### src/rtl/core/ordered_list_insert_delete_macros.svh
// Assertion macros for the ordered list block.
`ifndef ORDERED_LIST_INSERT_DELETE_MACROS_SVH
`define ORDERED_LIST_INSERT_DELETE_MACROS_SVH

`ifndef SYNTHESIS

// Consequent must hold in the same cycle as the antecedent.
`define OLID_ASSERT_NOW(label, clk, rst_n, ante, cons) \
    label: assert property (@(posedge clk) disable iff (!rst_n) (ante) |-> (cons)) \
        else $error("olid: same-cycle check failed");

// Consequent must hold in the cycle after the antecedent.
`define OLID_ASSERT_NEXT(label, clk, rst_n, ante, cons) \
    label: assert property (@(posedge clk) disable iff (!rst_n) (ante) |=> (cons)) \
        else $error("olid: next-cycle check failed");

`else

`define OLID_ASSERT_NOW(label, clk, rst_n, ante, cons)
`define OLID_ASSERT_NEXT(label, clk, rst_n, ante, cons)

`endif

`endif

### src/rtl/core/olid_pkg.sv
package olid_pkg;

    localparam int CMD_W    = 3;
    localparam int POS_W    = 6;
    localparam int WORD_W   = 32;
    localparam int STATUS_W = 2;
    localparam int COUNT_W  = 7;

    localparam logic [CMD_W-1:0] CMD_APPEND = 3'd0;
    localparam logic [CMD_W-1:0] CMD_INSERT = 3'd1;
    localparam logic [CMD_W-1:0] CMD_DELETE = 3'd2;
    localparam logic [CMD_W-1:0] CMD_CLEAR  = 3'd3;
    localparam logic [CMD_W-1:0] CMD_READ   = 3'd4;

    localparam logic [STATUS_W-1:0] ST_DONE  = 2'd0;
    localparam logic [STATUS_W-1:0] ST_RANGE = 2'd1;
    localparam logic [STATUS_W-1:0] ST_FULL  = 2'd2;

    // one request
    typedef struct packed {
        logic [CMD_W-1:0]         command;
        logic [POS_W-1:0]         position;
        logic signed [WORD_W-1:0] value;
    } olid_req_t;

    // one response
    typedef struct packed {
        logic [STATUS_W-1:0]      status;
        logic signed [WORD_W-1:0] read_word;
        logic [COUNT_W-1:0]       entry_count;
    } olid_rsp_t;

    // controller to datapath
    typedef struct packed {
        logic capture;
        logic exec;
        logic step;
        logic finish;
        logic load_out;
    } olid_dp_cmd_t;

    // datapath to controller
    typedef struct packed {
        logic need_shift;
        logic shift_last;
    } olid_dp_stat_t;

endpackage

### src/rtl/core/olid_ctrl.sv
module olid_ctrl
(
    input  logic                   clk,
    input  logic                   rst_n,
    input  logic                   req_valid,
    output logic                   req_ready,
    output logic                   rsp_valid,
    input  logic                   rsp_ready,
    output olid_pkg::olid_dp_cmd_t dp_cmd,
    input  olid_pkg::olid_dp_stat_t dp_stat
);

    localparam logic [2:0] S_IDLE  = 3'd0;
    localparam logic [2:0] S_EXEC  = 3'd1;
    localparam logic [2:0] S_SHIFT = 3'd2;
    localparam logic [2:0] S_FINAL = 3'd3;
    localparam logic [2:0] S_RESP  = 3'd4;

    logic [2:0] state_reg;
    logic [2:0] state_next;
    logic       rsp_valid_reg;
    logic       rsp_valid_next;

    always_comb
    begin
        dp_cmd.capture  = (state_reg == S_IDLE) && req_valid;
        dp_cmd.exec     = (state_reg == S_EXEC);
        dp_cmd.step     = (state_reg == S_SHIFT);
        dp_cmd.finish   = (state_reg == S_FINAL);
        dp_cmd.load_out = (state_reg == S_RESP) && (!rsp_valid_reg || rsp_ready);
    end

    always_comb
    begin
        state_next = state_reg;
        case (state_reg)
            S_IDLE:
            begin
                if (req_valid)
                begin
                    state_next = S_EXEC;
                end
            end
            S_EXEC:
            begin
                state_next = dp_stat.need_shift ? S_SHIFT : S_RESP;
            end
            S_SHIFT:
            begin
                if (dp_stat.shift_last)
                begin
                    state_next = S_FINAL;
                end
            end
            S_FINAL:
            begin
                state_next = S_RESP;
            end
            S_RESP:
            begin
                if (dp_cmd.load_out)
                begin
                    state_next = S_IDLE;
                end
            end
            default:
            begin
                state_next = S_IDLE;
            end
        endcase
    end

    always_comb
    begin
        if (dp_cmd.load_out)
        begin
            rsp_valid_next = 1'b1;
        end
        else if (rsp_ready)
        begin
            rsp_valid_next = 1'b0;
        end
        else
        begin
            rsp_valid_next = rsp_valid_reg;
        end
    end

    always_ff @(posedge clk or negedge rst_n)
    begin
        if (!rst_n)
        begin
            state_reg     <= S_IDLE;
            rsp_valid_reg <= 1'b0;
        end
        else
        begin
            state_reg     <= state_next;
            rsp_valid_reg <= rsp_valid_next;
        end
    end

    assign req_ready = (state_reg == S_IDLE);
    assign rsp_valid = rsp_valid_reg;

endmodule

### src/rtl/core/olid_dp.sv
module olid_dp
#(
    parameter int CAPACITY = 64
)
(
    input  logic                    clk,
    input  logic                    rst_n,
    input  olid_pkg::olid_req_t     req,
    output olid_pkg::olid_rsp_t     rsp,
    input  olid_pkg::olid_dp_cmd_t  dp_cmd,
    output olid_pkg::olid_dp_stat_t dp_stat
);

    localparam int AW   = (CAPACITY > 1) ? $clog2(CAPACITY) : 1;
    localparam int CW   = $clog2(CAPACITY + 1);
    localparam int CMPW = (CW > olid_pkg::POS_W) ? CW : olid_pkg::POS_W;

    localparam logic [CW-1:0]   CAP_C = CW'(CAPACITY);
    localparam logic [CMPW-1:0] CAP_W = CMPW'(CAPACITY);

    // slots at or above the count are never read back: they answer as zero
    logic [olid_pkg::WORD_W-1:0] slots_reg [CAPACITY];
    logic [olid_pkg::WORD_W-1:0] rd_data_reg;

    olid_pkg::olid_req_t         req_reg;
    olid_pkg::olid_rsp_t         rsp_reg;
    logic [CW-1:0]               count_reg;
    logic [CW-1:0]               count_next;
    logic [AW-1:0]               dst_reg;
    logic [AW-1:0]               dst_next;
    logic [olid_pkg::STATUS_W-1:0] res_status_reg;
    logic [olid_pkg::WORD_W-1:0] res_word_reg;

    logic [olid_pkg::STATUS_W-1:0] status_c;
    logic [olid_pkg::WORD_W-1:0] word_c;
    logic [CMPW-1:0]             pos_w;
    logic [CMPW-1:0]             cnt_w;
    logic [AW-1:0]               pos_a;
    logic [AW-1:0]               count_a;
    logic [AW-1:0]               rd_addr;
    logic [AW-1:0]               wr_addr;
    logic [olid_pkg::WORD_W-1:0] wr_data;
    logic                        wr_en;
    logic                        is_app;
    logic                        is_ins;
    logic                        is_del;
    logic                        is_clr;
    logic                        is_rd;
    logic                        full;
    logic                        app_ok;
    logic                        ins_ok;
    logic                        del_ok;
    logic                        ins_at_end;
    logic                        del_at_end;

    assign is_app = (req_reg.command == olid_pkg::CMD_APPEND);
    assign is_ins = (req_reg.command == olid_pkg::CMD_INSERT);
    assign is_del = (req_reg.command == olid_pkg::CMD_DELETE);
    assign is_clr = (req_reg.command == olid_pkg::CMD_CLEAR);
    assign is_rd  = (req_reg.command == olid_pkg::CMD_READ);

    assign pos_w   = CMPW'(req_reg.position);
    assign cnt_w   = CMPW'(count_reg);
    assign pos_a   = AW'(req_reg.position);
    assign count_a = AW'(count_reg);
    assign full    = (count_reg == CAP_C);

    always_comb
    begin
        status_c = olid_pkg::ST_DONE;
        case (req_reg.command)
            olid_pkg::CMD_APPEND:
            begin
                if (full)
                begin
                    status_c = olid_pkg::ST_FULL;
                end
            end
            olid_pkg::CMD_INSERT:
            begin
                if (pos_w > cnt_w)
                begin
                    status_c = olid_pkg::ST_RANGE;
                end
                else if (full)
                begin
                    status_c = olid_pkg::ST_FULL;
                end
            end
            olid_pkg::CMD_DELETE:
            begin
                if (pos_w >= cnt_w)
                begin
                    status_c = olid_pkg::ST_RANGE;
                end
            end
            olid_pkg::CMD_READ:
            begin
                if (pos_w >= CAP_W)
                begin
                    status_c = olid_pkg::ST_RANGE;
                end
            end
            default:
            begin
                status_c = olid_pkg::ST_DONE;
            end
        endcase
    end

    assign word_c = (is_rd && (pos_w < cnt_w)) ? rd_data_reg : '0;

    assign app_ok     = is_app && (status_c == olid_pkg::ST_DONE);
    assign ins_ok     = is_ins && (status_c == olid_pkg::ST_DONE);
    assign del_ok     = is_del && (status_c == olid_pkg::ST_DONE);
    assign ins_at_end = (pos_w == cnt_w);
    assign del_at_end = ((pos_w + CMPW'(1)) == cnt_w);

    assign dp_stat.need_shift = (ins_ok && !ins_at_end) || (del_ok && !del_at_end);
    assign dp_stat.shift_last = is_ins ? (dst_reg == (pos_a + AW'(1)))
                                       : (dst_reg == (count_a - AW'(2)));

    // insert moves words up from the top, delete moves them down from the hole
    always_comb
    begin
        dst_next = dst_reg;
        rd_addr  = dst_reg;
        if (dp_cmd.capture)
        begin
            rd_addr = AW'(req.position);
        end
        else if (dp_cmd.exec)
        begin
            if (is_ins)
            begin
                dst_next = count_a;
                rd_addr  = count_a - AW'(1);
            end
            else
            begin
                dst_next = pos_a;
                rd_addr  = pos_a + AW'(1);
            end
        end
        else if (dp_cmd.step)
        begin
            if (is_ins)
            begin
                dst_next = dst_reg - AW'(1);
                rd_addr  = dst_reg - AW'(2);
            end
            else
            begin
                dst_next = dst_reg + AW'(1);
                rd_addr  = dst_reg + AW'(2);
            end
        end
    end

    always_comb
    begin
        wr_en   = 1'b0;
        wr_addr = dst_reg;
        wr_data = rd_data_reg;
        if (dp_cmd.exec && app_ok)
        begin
            wr_en   = 1'b1;
            wr_addr = count_a;
            wr_data = req_reg.value;
        end
        else if (dp_cmd.exec && ins_ok && ins_at_end)
        begin
            wr_en   = 1'b1;
            wr_addr = pos_a;
            wr_data = req_reg.value;
        end
        else if (dp_cmd.step)
        begin
            wr_en = 1'b1;
        end
        else if (dp_cmd.finish && is_ins)
        begin
            wr_en   = 1'b1;
            wr_addr = pos_a;
            wr_data = req_reg.value;
        end
    end

    always_comb
    begin
        count_next = count_reg;
        if (dp_cmd.exec)
        begin
            if (app_ok || (ins_ok && ins_at_end))
            begin
                count_next = count_reg + CW'(1);
            end
            else if (del_ok && del_at_end)
            begin
                count_next = count_reg - CW'(1);
            end
            else if (is_clr)
            begin
                count_next = '0;
            end
        end
        else if (dp_cmd.finish)
        begin
            count_next = is_ins ? (count_reg + CW'(1)) : (count_reg - CW'(1));
        end
    end

    always_ff @(posedge clk)
    begin
        if (wr_en)
        begin
            slots_reg[wr_addr] <= wr_data;
        end
        rd_data_reg <= slots_reg[rd_addr];
    end

    always_ff @(posedge clk)
    begin
        if (dp_cmd.capture)
        begin
            req_reg <= req;
        end
        if (dp_cmd.exec)
        begin
            res_status_reg <= status_c;
            res_word_reg   <= word_c;
        end
        if (dp_cmd.load_out)
        begin
            rsp_reg.status      <= res_status_reg;
            rsp_reg.read_word   <= res_word_reg;
            rsp_reg.entry_count <= olid_pkg::COUNT_W'(count_reg);
        end
        dst_reg <= dst_next;
    end

    always_ff @(posedge clk or negedge rst_n)
    begin
        if (!rst_n)
        begin
            count_reg <= '0;
        end
        else
        begin
            count_reg <= count_next;
        end
    end

    assign rsp = rsp_reg;

endmodule

### src/rtl/core/ordered_list_insert_delete.sv
// Ordered list of signed 32-bit words, held in a single-port-write memory.
// Requests come in on req/req_valid/req_ready: append, insert at a position,
// delete at a position, clear, or read a slot. Each request gives exactly one
// response on rsp/rsp_valid/rsp_ready with status, read word and entry count.
// A request is taken only when the block is idle. Append, clear, read and
// insert/delete at the list end go from the execute state straight to the
// response state. Insert or delete that moves words runs a shift state and
// then a final state in between; the memory moves one word per cycle (read
// one slot, write it one place over). The next request is taken only once
// the response state has returned to idle.
// Reset empties the list at once; no clearing pass is run, since slots at or
// above the count always read back as zero. Clear only resets the count.
// A response waits in the output register while rsp_ready is low; the block
// takes one more request, then holds in its response state until the waiting
// response is passed on.
`include "ordered_list_insert_delete_macros.svh"

module ordered_list_insert_delete
#(
    parameter int CAPACITY = 64
)
(
    input  logic                clk,
    input  logic                rst_n,
    input  logic                req_valid,
    output logic                req_ready,
    input  olid_pkg::olid_req_t req,
    output logic                rsp_valid,
    input  logic                rsp_ready,
    output olid_pkg::olid_rsp_t rsp
);

    localparam logic [olid_pkg::COUNT_W-1:0] CAP_LOW = CAPACITY[olid_pkg::COUNT_W-1:0];

    olid_pkg::olid_dp_cmd_t  dp_cmd;
    olid_pkg::olid_dp_stat_t dp_stat;

    olid_ctrl u_ctrl
    (
        .clk       (clk),
        .rst_n     (rst_n),
        .req_valid (req_valid),
        .req_ready (req_ready),
        .rsp_valid (rsp_valid),
        .rsp_ready (rsp_ready),
        .dp_cmd    (dp_cmd),
        .dp_stat   (dp_stat)
    );

    olid_dp #(.CAPACITY(CAPACITY)) u_dp
    (
        .clk     (clk),
        .rst_n   (rst_n),
        .req     (req),
        .rsp     (rsp),
        .dp_cmd  (dp_cmd),
        .dp_stat (dp_stat)
    );

    `OLID_ASSERT_NEXT(a_busy_after_req, clk, rst_n, req_valid && req_ready, !req_ready)
    `OLID_ASSERT_NOW(a_cmd_exclusive, clk, rst_n, 1'b1, $onehot0(dp_cmd))
    `OLID_ASSERT_NOW(a_reject_no_word, clk, rst_n, rsp_valid && (rsp.status != olid_pkg::ST_DONE), rsp.read_word == '0)
    `OLID_ASSERT_NOW(a_full_count, clk, rst_n, rsp_valid && (rsp.status == olid_pkg::ST_FULL), rsp.entry_count == CAP_LOW)

endmodule
### config.mk
export PLATFORM = sky130hd
export DESIGN_NAME = ordered_list_insert_delete
export DESIGN_NICKNAME = d
export VERILOG_FILES = /design/src/rtl/core/olid_pkg.sv /design/src/rtl/core/olid_ctrl.sv /design/src/rtl/core/olid_dp.sv /design/src/rtl/core/ordered_list_insert_delete.sv
export VERILOG_INCLUDE_DIRS = /design/src /design/src/rtl/core
export SDC_FILE = /design/constraint.sdc
export NUM_CORES = 2
export LEC_CHECK = 0
export ABC_CLOCK_PERIOD_IN_PS = 6200
export BUFFER_PORTS_ARGS = -buffer_cell sky130_fd_sc_hd__buf_2
export CAP_MARGIN = 10
export CORE_MARGIN = 2
export CORE_UTILIZATION = 55
export CTS_CLUSTER_SIZE = 28
export DETAILED_ROUTE_END_ITERATION = 8
export PLACE_DENSITY = 0.71
export SYNTH_ARGS = -nofsm -noshare
export SYNTH_HDL_FRONTEND = slang
export SYNTH_SLANG_ARGS = --single-unit
### constraint.sdc
create_clock -name clk -period 6.2 [get_ports clk]
set_input_delay 0.31 -clock clk [delete_from_list [all_inputs] [get_ports clk]]
set_output_delay 0.31 -clock clk [all_outputs]
set_load 0.02 [all_outputs]
### Word level (Yosys, flattened, before mapping)

Memory sizes are Yosys's and may differ from the RTL's. A register that Yosys moved wholly into a read port is not among the register bits.
Index checks and enable logic that the tools add are counted.

| storage, ports and cells | value |
|---|---|
| register bits after elaboration | 133 |
| RAM bits | 2,048 |
| word-level logic and storage cells | 116 |
| memories kept | 1 |

| cells by class | value |
|---|---|
| add/subtract/negate cells | 10 |
| order comparisons | 4 |
| eq/ne operators | 17 |
| multiplexer cells | 42 |
| bitwise logic cells | 1 |
| reduce and logical (&&, ||, !) cells | 29 |

Memory list:

| name | words | width | rd ports | clocked after Yosys merged registers in | wr ports | RTL line | text |
|---|---|---|---|---|---|---|---|
| u_dp.slots_reg | 64 | 32 | 1 | 1 | 1 | olid_dp.sv:22 | `logic [olid_pkg::WORD_W-1:0] slots_reg [CAPACITY];` |

Operator list:

| operator | number |
|---|---|
| two-way mux 32 bit | 4 |
| two-way mux 6 bit | 13 |
| two-way mux 7 bit | 6 |
| one-hot mux 3 bit (5 select lines) | 1 |
| logical AND 1 bit | 14 |
| adder 6 x 1 -> 6 bit (second input constant) | 2 |
| == test 3 x 2 -> 1 bit (second input constant) | 4 |
| == test 6 bit | 2 |
| two-way mux 3 bit | 4 |
| subtractor 6 x 1 -> 6 bit (second input constant) | 2 |
| subtractor 6 x 2 -> 6 bit (second input constant) | 2 |
| two-way mux 1 bit | 11 |
| one-hot mux 2 bit (4 select lines) | 1 |
| adder 6 x 1 -> 7 bit (second input constant) | 1 |
| adder 7 x 1 -> 7 bit (second input constant) | 1 |
| == test 6 x 7 -> 1 bit | 1 |
| == test 7 bit | 1 |
| == test 7 bit (second input constant) | 1 |
| greater-or-equal comparator 6 x 7 -> 1 bit | 1 |
| greater-or-equal comparator 6 x 7 -> 1 bit (second input constant) | 1 |
| greater-than comparator 6 x 7 -> 1 bit | 1 |
| less-than comparator 6 x 7 -> 1 bit | 1 |
| subtractor 7 x 1 -> 7 bit (second input constant) | 1 |
| adder 6 x 2 -> 6 bit (second input constant) | 1 |
| 14 further kinds | 26 |

### Logic depth before layout (Yosys ltp)

| depth | value |
|---|---|
| word-level depth | 12 |
| depth in mapped cells | 15 |

### By module

Synthesis repeated with hierarchy kept, for this count alone.

| unflattened totals | value |
|---|---|
| cells, all modules | 6,513 |
| area total of the unflattened synthesis | 88,140.8 um^2 |

Modules (own cells, without submodules):

| module | times used | cells an instance | area an instance (um^2) | seq. area each (um^2) |
|---|---|---|---|---|
| olid_dp | 1 | 6,489 | 87,895.5 | 65,978.3 |
| olid_ctrl | 1 | 24 | 245.2 | 100.1 |

### Least setup slack after synthesis

OpenSTA, ideal clock, no wires.

| timing | value |
|---|---|
| kind | register -> register |
| from | reg u_ctrl.state_reg[1] |
| to | mem u_dp.slots_reg[43][0] (netlist name), enable pin |
| library setup time | 421 ps |
| data arrival time | 4,237 ps |
| required time | 5,779 ps |
| path slack | 1,542 ps |
| stages on the path, launching flop included | 12 |
| buffers on the path | 3 |
| cells stage by stage | dfrtp_1 or3b_1 buf_2 clkinv_2 buf_2 o2111ai_1 o21ai_1 nand2b_1 clkbuf_1 nor2b_1 nand2_1 nor2_1 |

| on the way | value |
|---|---|
| word-level cells in the longest chain between the ends | 8 |

RTL lines:

| item | RTL line | text |
|---|---|---|
| start, declared | olid_ctrl.sv:19 | `logic [2:0] state_reg;` |
| start signal, assigned | olid_ctrl.sv:98 | `state_reg <= state_next;` |
| == test 3 x 2 -> 1 bit | olid_ctrl.sv:29 | `dp_cmd.finish = (state_reg == S_FINAL);` |
| logical AND 1 bit | olid_dp.sv:181 | `else if (dp_cmd.finish && is_ins)` |
| two-way mux 1 bit | olid_dp.sv:181 |  |
| two-way mux 1 bit | olid_dp.sv:177 | `else if (dp_cmd.step)` |
| two-way mux 1 bit | olid_dp.sv:171 | `else if (dp_cmd.exec && ins_ok && ins_at_end)` |
| two-way mux 1 bit | olid_dp.sv:165 | `if (dp_cmd.exec && app_ok)` |
| two-way mux 1 bit | olid_dp.sv:215 | `if (wr_en)` |
| two-way mux 1 bit (not written as such) | olid_dp.sv:217 | `slots_reg[wr_addr] <= wr_data;` |
| end, declared | olid_dp.sv:22 |  |

Parallel ways exist; a longest one is shown, timed or not.

### Worst setup path after layout

| timing | value |
|---|---|
| from | reg u_dp.req_reg[40] (netlist name) |
| to | reg u_dp.rd_data_reg[3] (netlist name), read port of u_dp.slots_reg |

| on the way | value |
|---|---|
| word-level cells in the longest chain between the ends | 5 |

RTL lines:

| item | RTL line | text |
|---|---|---|
| start, declared | olid_dp.sv:25 | `olid_pkg::olid_req_t req_reg;` |
| start signal, assigned | olid_dp.sv:226 | `req_reg <= req;` |
| == test 3 x 1 -> 1 bit (*) | olid_dp.sv:57 | `assign is_ins = (req_reg.command == olid_pkg::CMD_INSERT);` |
| two-way mux 6 bit | olid_dp.sv:147 | `if (is_ins)` |
| two-way mux 6 bit | olid_dp.sv:145 | `else if (dp_cmd.step)` |
| two-way mux 6 bit (*) | olid_dp.sv:132 | `else if (dp_cmd.exec)` |
| two-way mux 6 bit (*) | olid_dp.sv:128 | `if (dp_cmd.capture)` |
| end, declared | olid_dp.sv:23 | `logic [olid_pkg::WORD_W-1:0] rd_data_reg;` |

Mark *: on every way between the ends. The rest lies on a longest branch, timed or not.
A chain may end at the register's enable or synchronous reset.

==> flow_metrics.tcl <==
set metrics [dict create \
    final.setup.tns_ps 0 \
    hold_path.startpoint "req[3]" \
    mostFrequentLayoutCell "sky130_fd_sc_hd__edfxtp_1" \
    floorplan.rows 145 \
    drt_iter0_drc 8999 \
    ys_ff_latch 2213 \
    effective_utilization_at_floorplan 0.555 \
    critPathArrivalTime_ps 6920 \
    numCtsBuffers 209 \
    clk_transition_reported_paths_ps 70 \
    timing.rr.start "u_dp.req_reg[40]" \
    syn_area_per_cell_sq_um 15.1 \
    synth_enable_flop_cells 2170 \
    critical_path.endpoint_type "flip-flop" \
    synth_cell_types 90 \
    final_cell_mix "sky130_fd_sc_hd__edfxtp_1 (2170), sky130_fd_sc_hd__nand2_1 (1276), sky130_fd_sc_hd__nand3_1 (520)" \
    synthesis.nets 5824 \
    worstRegToRegCells 11 \
    floorplan.die.height_um 402 \
    syn_inst 5760 \
    pin_count_of_the_biggest_net_entering_global_routing 159 \
    critPathRequiredTime_ps 7010 \
    cts_tree "yes" \
    hold_depth 2 \
    finalHoldViolCount 0 \
    fp.dieW_um 402 \
    clock_root_buffer "sky130_fd_sc_hd__clkbuf_16" \
    r2r_setup_slack_ps 80 \
    vias 53500 \
    post_synthesis_async_set_or_reset_flop_share 0.00497 \
    hold_path.class "in -> reg" \
    worstSkewPairLatency_ps 860 \
    worst-setup-path-type "reg -> reg" \
    ctsHtreeMaxLevel 4 \
    timing_worst_slew_pin_value_ps 1280 \
    port_buffers 87 \
    placeableCoreArea_sq_um 157000 \
    worst_slack_ps 84.1 \
    initial_antenna_violation_count 26 \
    critPathLaunchType "flip-flop" \
    routed-wl-met3_mm 34.0 \
    routabilityCongestion 0.963 \
    worst_slew_margin_rel 0.146 \
    areaGrowthSynthToFinish_pct 13.4 \
    fin_nets 6066 \
    grt_pass1_wl_mm 356 \
    number_of_flip_flops_under_the_largest_register_name 2048 \
    whs_endpoint "u_dp.req_reg[3]" \
    dominantRegCellSynth "sky130_fd_sc_hd__edfxtp_1" \
    maxCapViolCount 0 \
    outcome "finished, final reports clean" \
    hpwl_mm 151 \
    cts-root-to-sink-buffers 3 \
    dp_cells 7801 \
    final_layout_size_suffix_gt1_frac 0.144 \
    final.min_clock_period_ps 6120 \
    dieArea_sq_um 161000 \
    min_period_over_period 0.986 \
    grt.total_usage 0.306 \
    ant_nets 0 \
    layout.cells.non_filler 8258 \
    route.final.wire_length_mm 250 \
    report.final.setup_viol 0 \
    ports 88 \
    crit_path_max_fanout 30 \
    rsz_0062_raised_after_global_routing "no" \
    highest-signal-layer "met5" \
    drt-met1-wl_mm 92.5 \
    drc_errors 0 \
    dr_wl_cell_um 30.2 \
    fmax_ghz 0.164 \
    postCtsResizedCells 0 \
    grt_pass1_vias 50400 \
    met2_wirelength_mm 112 \
    yosys_warnings 0 \
    finClkSkew_ps 68.1 \
    ys_seq_area_frac 0.759 \
    drtPass1Iterations 6 \
    r2r-end "u_dp.rd_data_reg[3]" \
    cts.sink_count 2213 \
    overflow 0 \
    final-max-slew-violation-count 0 \
    place_worst_setup_slack_ps 384 \
    routed_via_density 6.48 \
    netlist_area_sq_um 87000 \
]
==> how the worst max path moves through the flow <==
| stage | startpoint | to | slack [ps] | cells past startpoint |
|---|---|---|---|---|
| 2_1_floorplan | u_ctrl.state_reg[1] | u_dp.slots_reg[43][0] | 1540 | 11 |
| 3_3_place_gp | u_dp.req_reg[40] | u_dp.rd_data_reg[3] | 330 | 11 |
| 3_5_place_dp | u_dp.req_reg[40] | u_dp.rd_data_reg[3] | 380 | 11 |
| 4_1_cts | u_dp.req_reg[40] | u_dp.rd_data_reg[3] | 360 | 11 |
| 5_1_grt | u_dp.req_reg[40] | u_dp.rd_data_reg[3] | 140 | 11 |
| 6_report | u_dp.req_reg[40] | u_dp.rd_data_reg[3] | 80 | 11 |
==> layer usage <==
metal,global-route usage,vias up
li1,-,22500
met1,0.430,26700
met2,0.455,3724
met3,0.0837,542
met4,0.128,10
met5,0,-
==> worst max-delay path, cell delays in order (launching register included) <==
cell                       delay [ps]
sky130_fd_sc_hd__edfxtp_1         480
sky130_fd_sc_hd__or3b_4           620
sky130_fd_sc_hd__inv_2            450
sky130_fd_sc_hd__ha_1             400
sky130_fd_sc_hd__xor2_1           150
sky130_fd_sc_hd__a22oi_1           80
sky130_fd_sc_hd__nand3_1          290
sky130_fd_sc_hd__o21a_2           620
sky130_fd_sc_hd__buf_4            550
sky130_fd_sc_hd__nand2_1          830
sky130_fd_sc_hd__o21ai_0         1280
sky130_fd_sc_hd__o211a_1          280
==> stage by stage <==
stage / hold WS [ps] / utilization / area [sq um]
2_1_floorplan: 14.4 / - / 87000
3_3_place_gp: 216 / 0.581 / 91100
3_5_place_dp: 220 / 0.581 / 91100
4_1_cts: 119 / 0.629 / 98600
5_1_grt: 144 / 0.630 / 98700
6_report: 169 / 0.630 / 98700
==> cell usage after synthesis (all sizes together) (20+ instances only) <==
library cell,number,area share
a21oi,57,0.0033
a22o,21,0.0021
a22oi,38,0.0034
a32o,21,0.0024
a32oi,109,0.011
and2,50,0.0036
and3,32,0.0023
buf,202,0.013
clkbuf,148,0.0064
dfxtp,32,0.0074
edfxtp,2170,0.75
inv,20,0.00086
mux2,34,0.0044
mux2i,228,0.026
mux4,88,0.023
nand2,1276,0.055
nand3,520,0.030
nand4,160,0.012
nor2,153,0.0068
nor3,21,0.0015
o2111ai,23,0.0023
o211a,20,0.0023
o21ai,58,0.0035
o22ai,27,0.0019
==> final cells by class <==
cell class              count  area (sq um)
clock inverters           149          1660
repair buffers            381          3080
flip-flops and latches   2213         66100
inverters                  22          83.8
clock buffers             242          5350
diodes                     18          45.0
multi-input cells        3175         19800
well taps                2058          2570
fillers                 11000         58000
==> what timing repair did <==
action | CTS | global route
buffers inserted | 0 | 0
hold endpoints to repair | 55 | 0
hold buffers | 45 | 0
==> kinds of logic (layout without fill, tap and decap cells) <==
kind of cell | after synthesis | in the layout | share of synthesized area
buffers and inverters | 372 | 794 | 0.0202
AOI/OAI and AO/OA | 493 | 493 | 0.0443
muxes | 350 | 350 | 0.0534
and+or+nand+nor | 2283 | 2283 | 0.117
xor gates and xnor gates | 30 | 30 | 0.00318
other | 0 | 18 | 0
DFF | 2213 | 2213 | 0.759
adders and majority gates | 19 | 19 | 0.00290
Power is left out: the tool's default activity adds up to more than one toggle a clock period on the data nets, which glitch-free logic cannot reach.
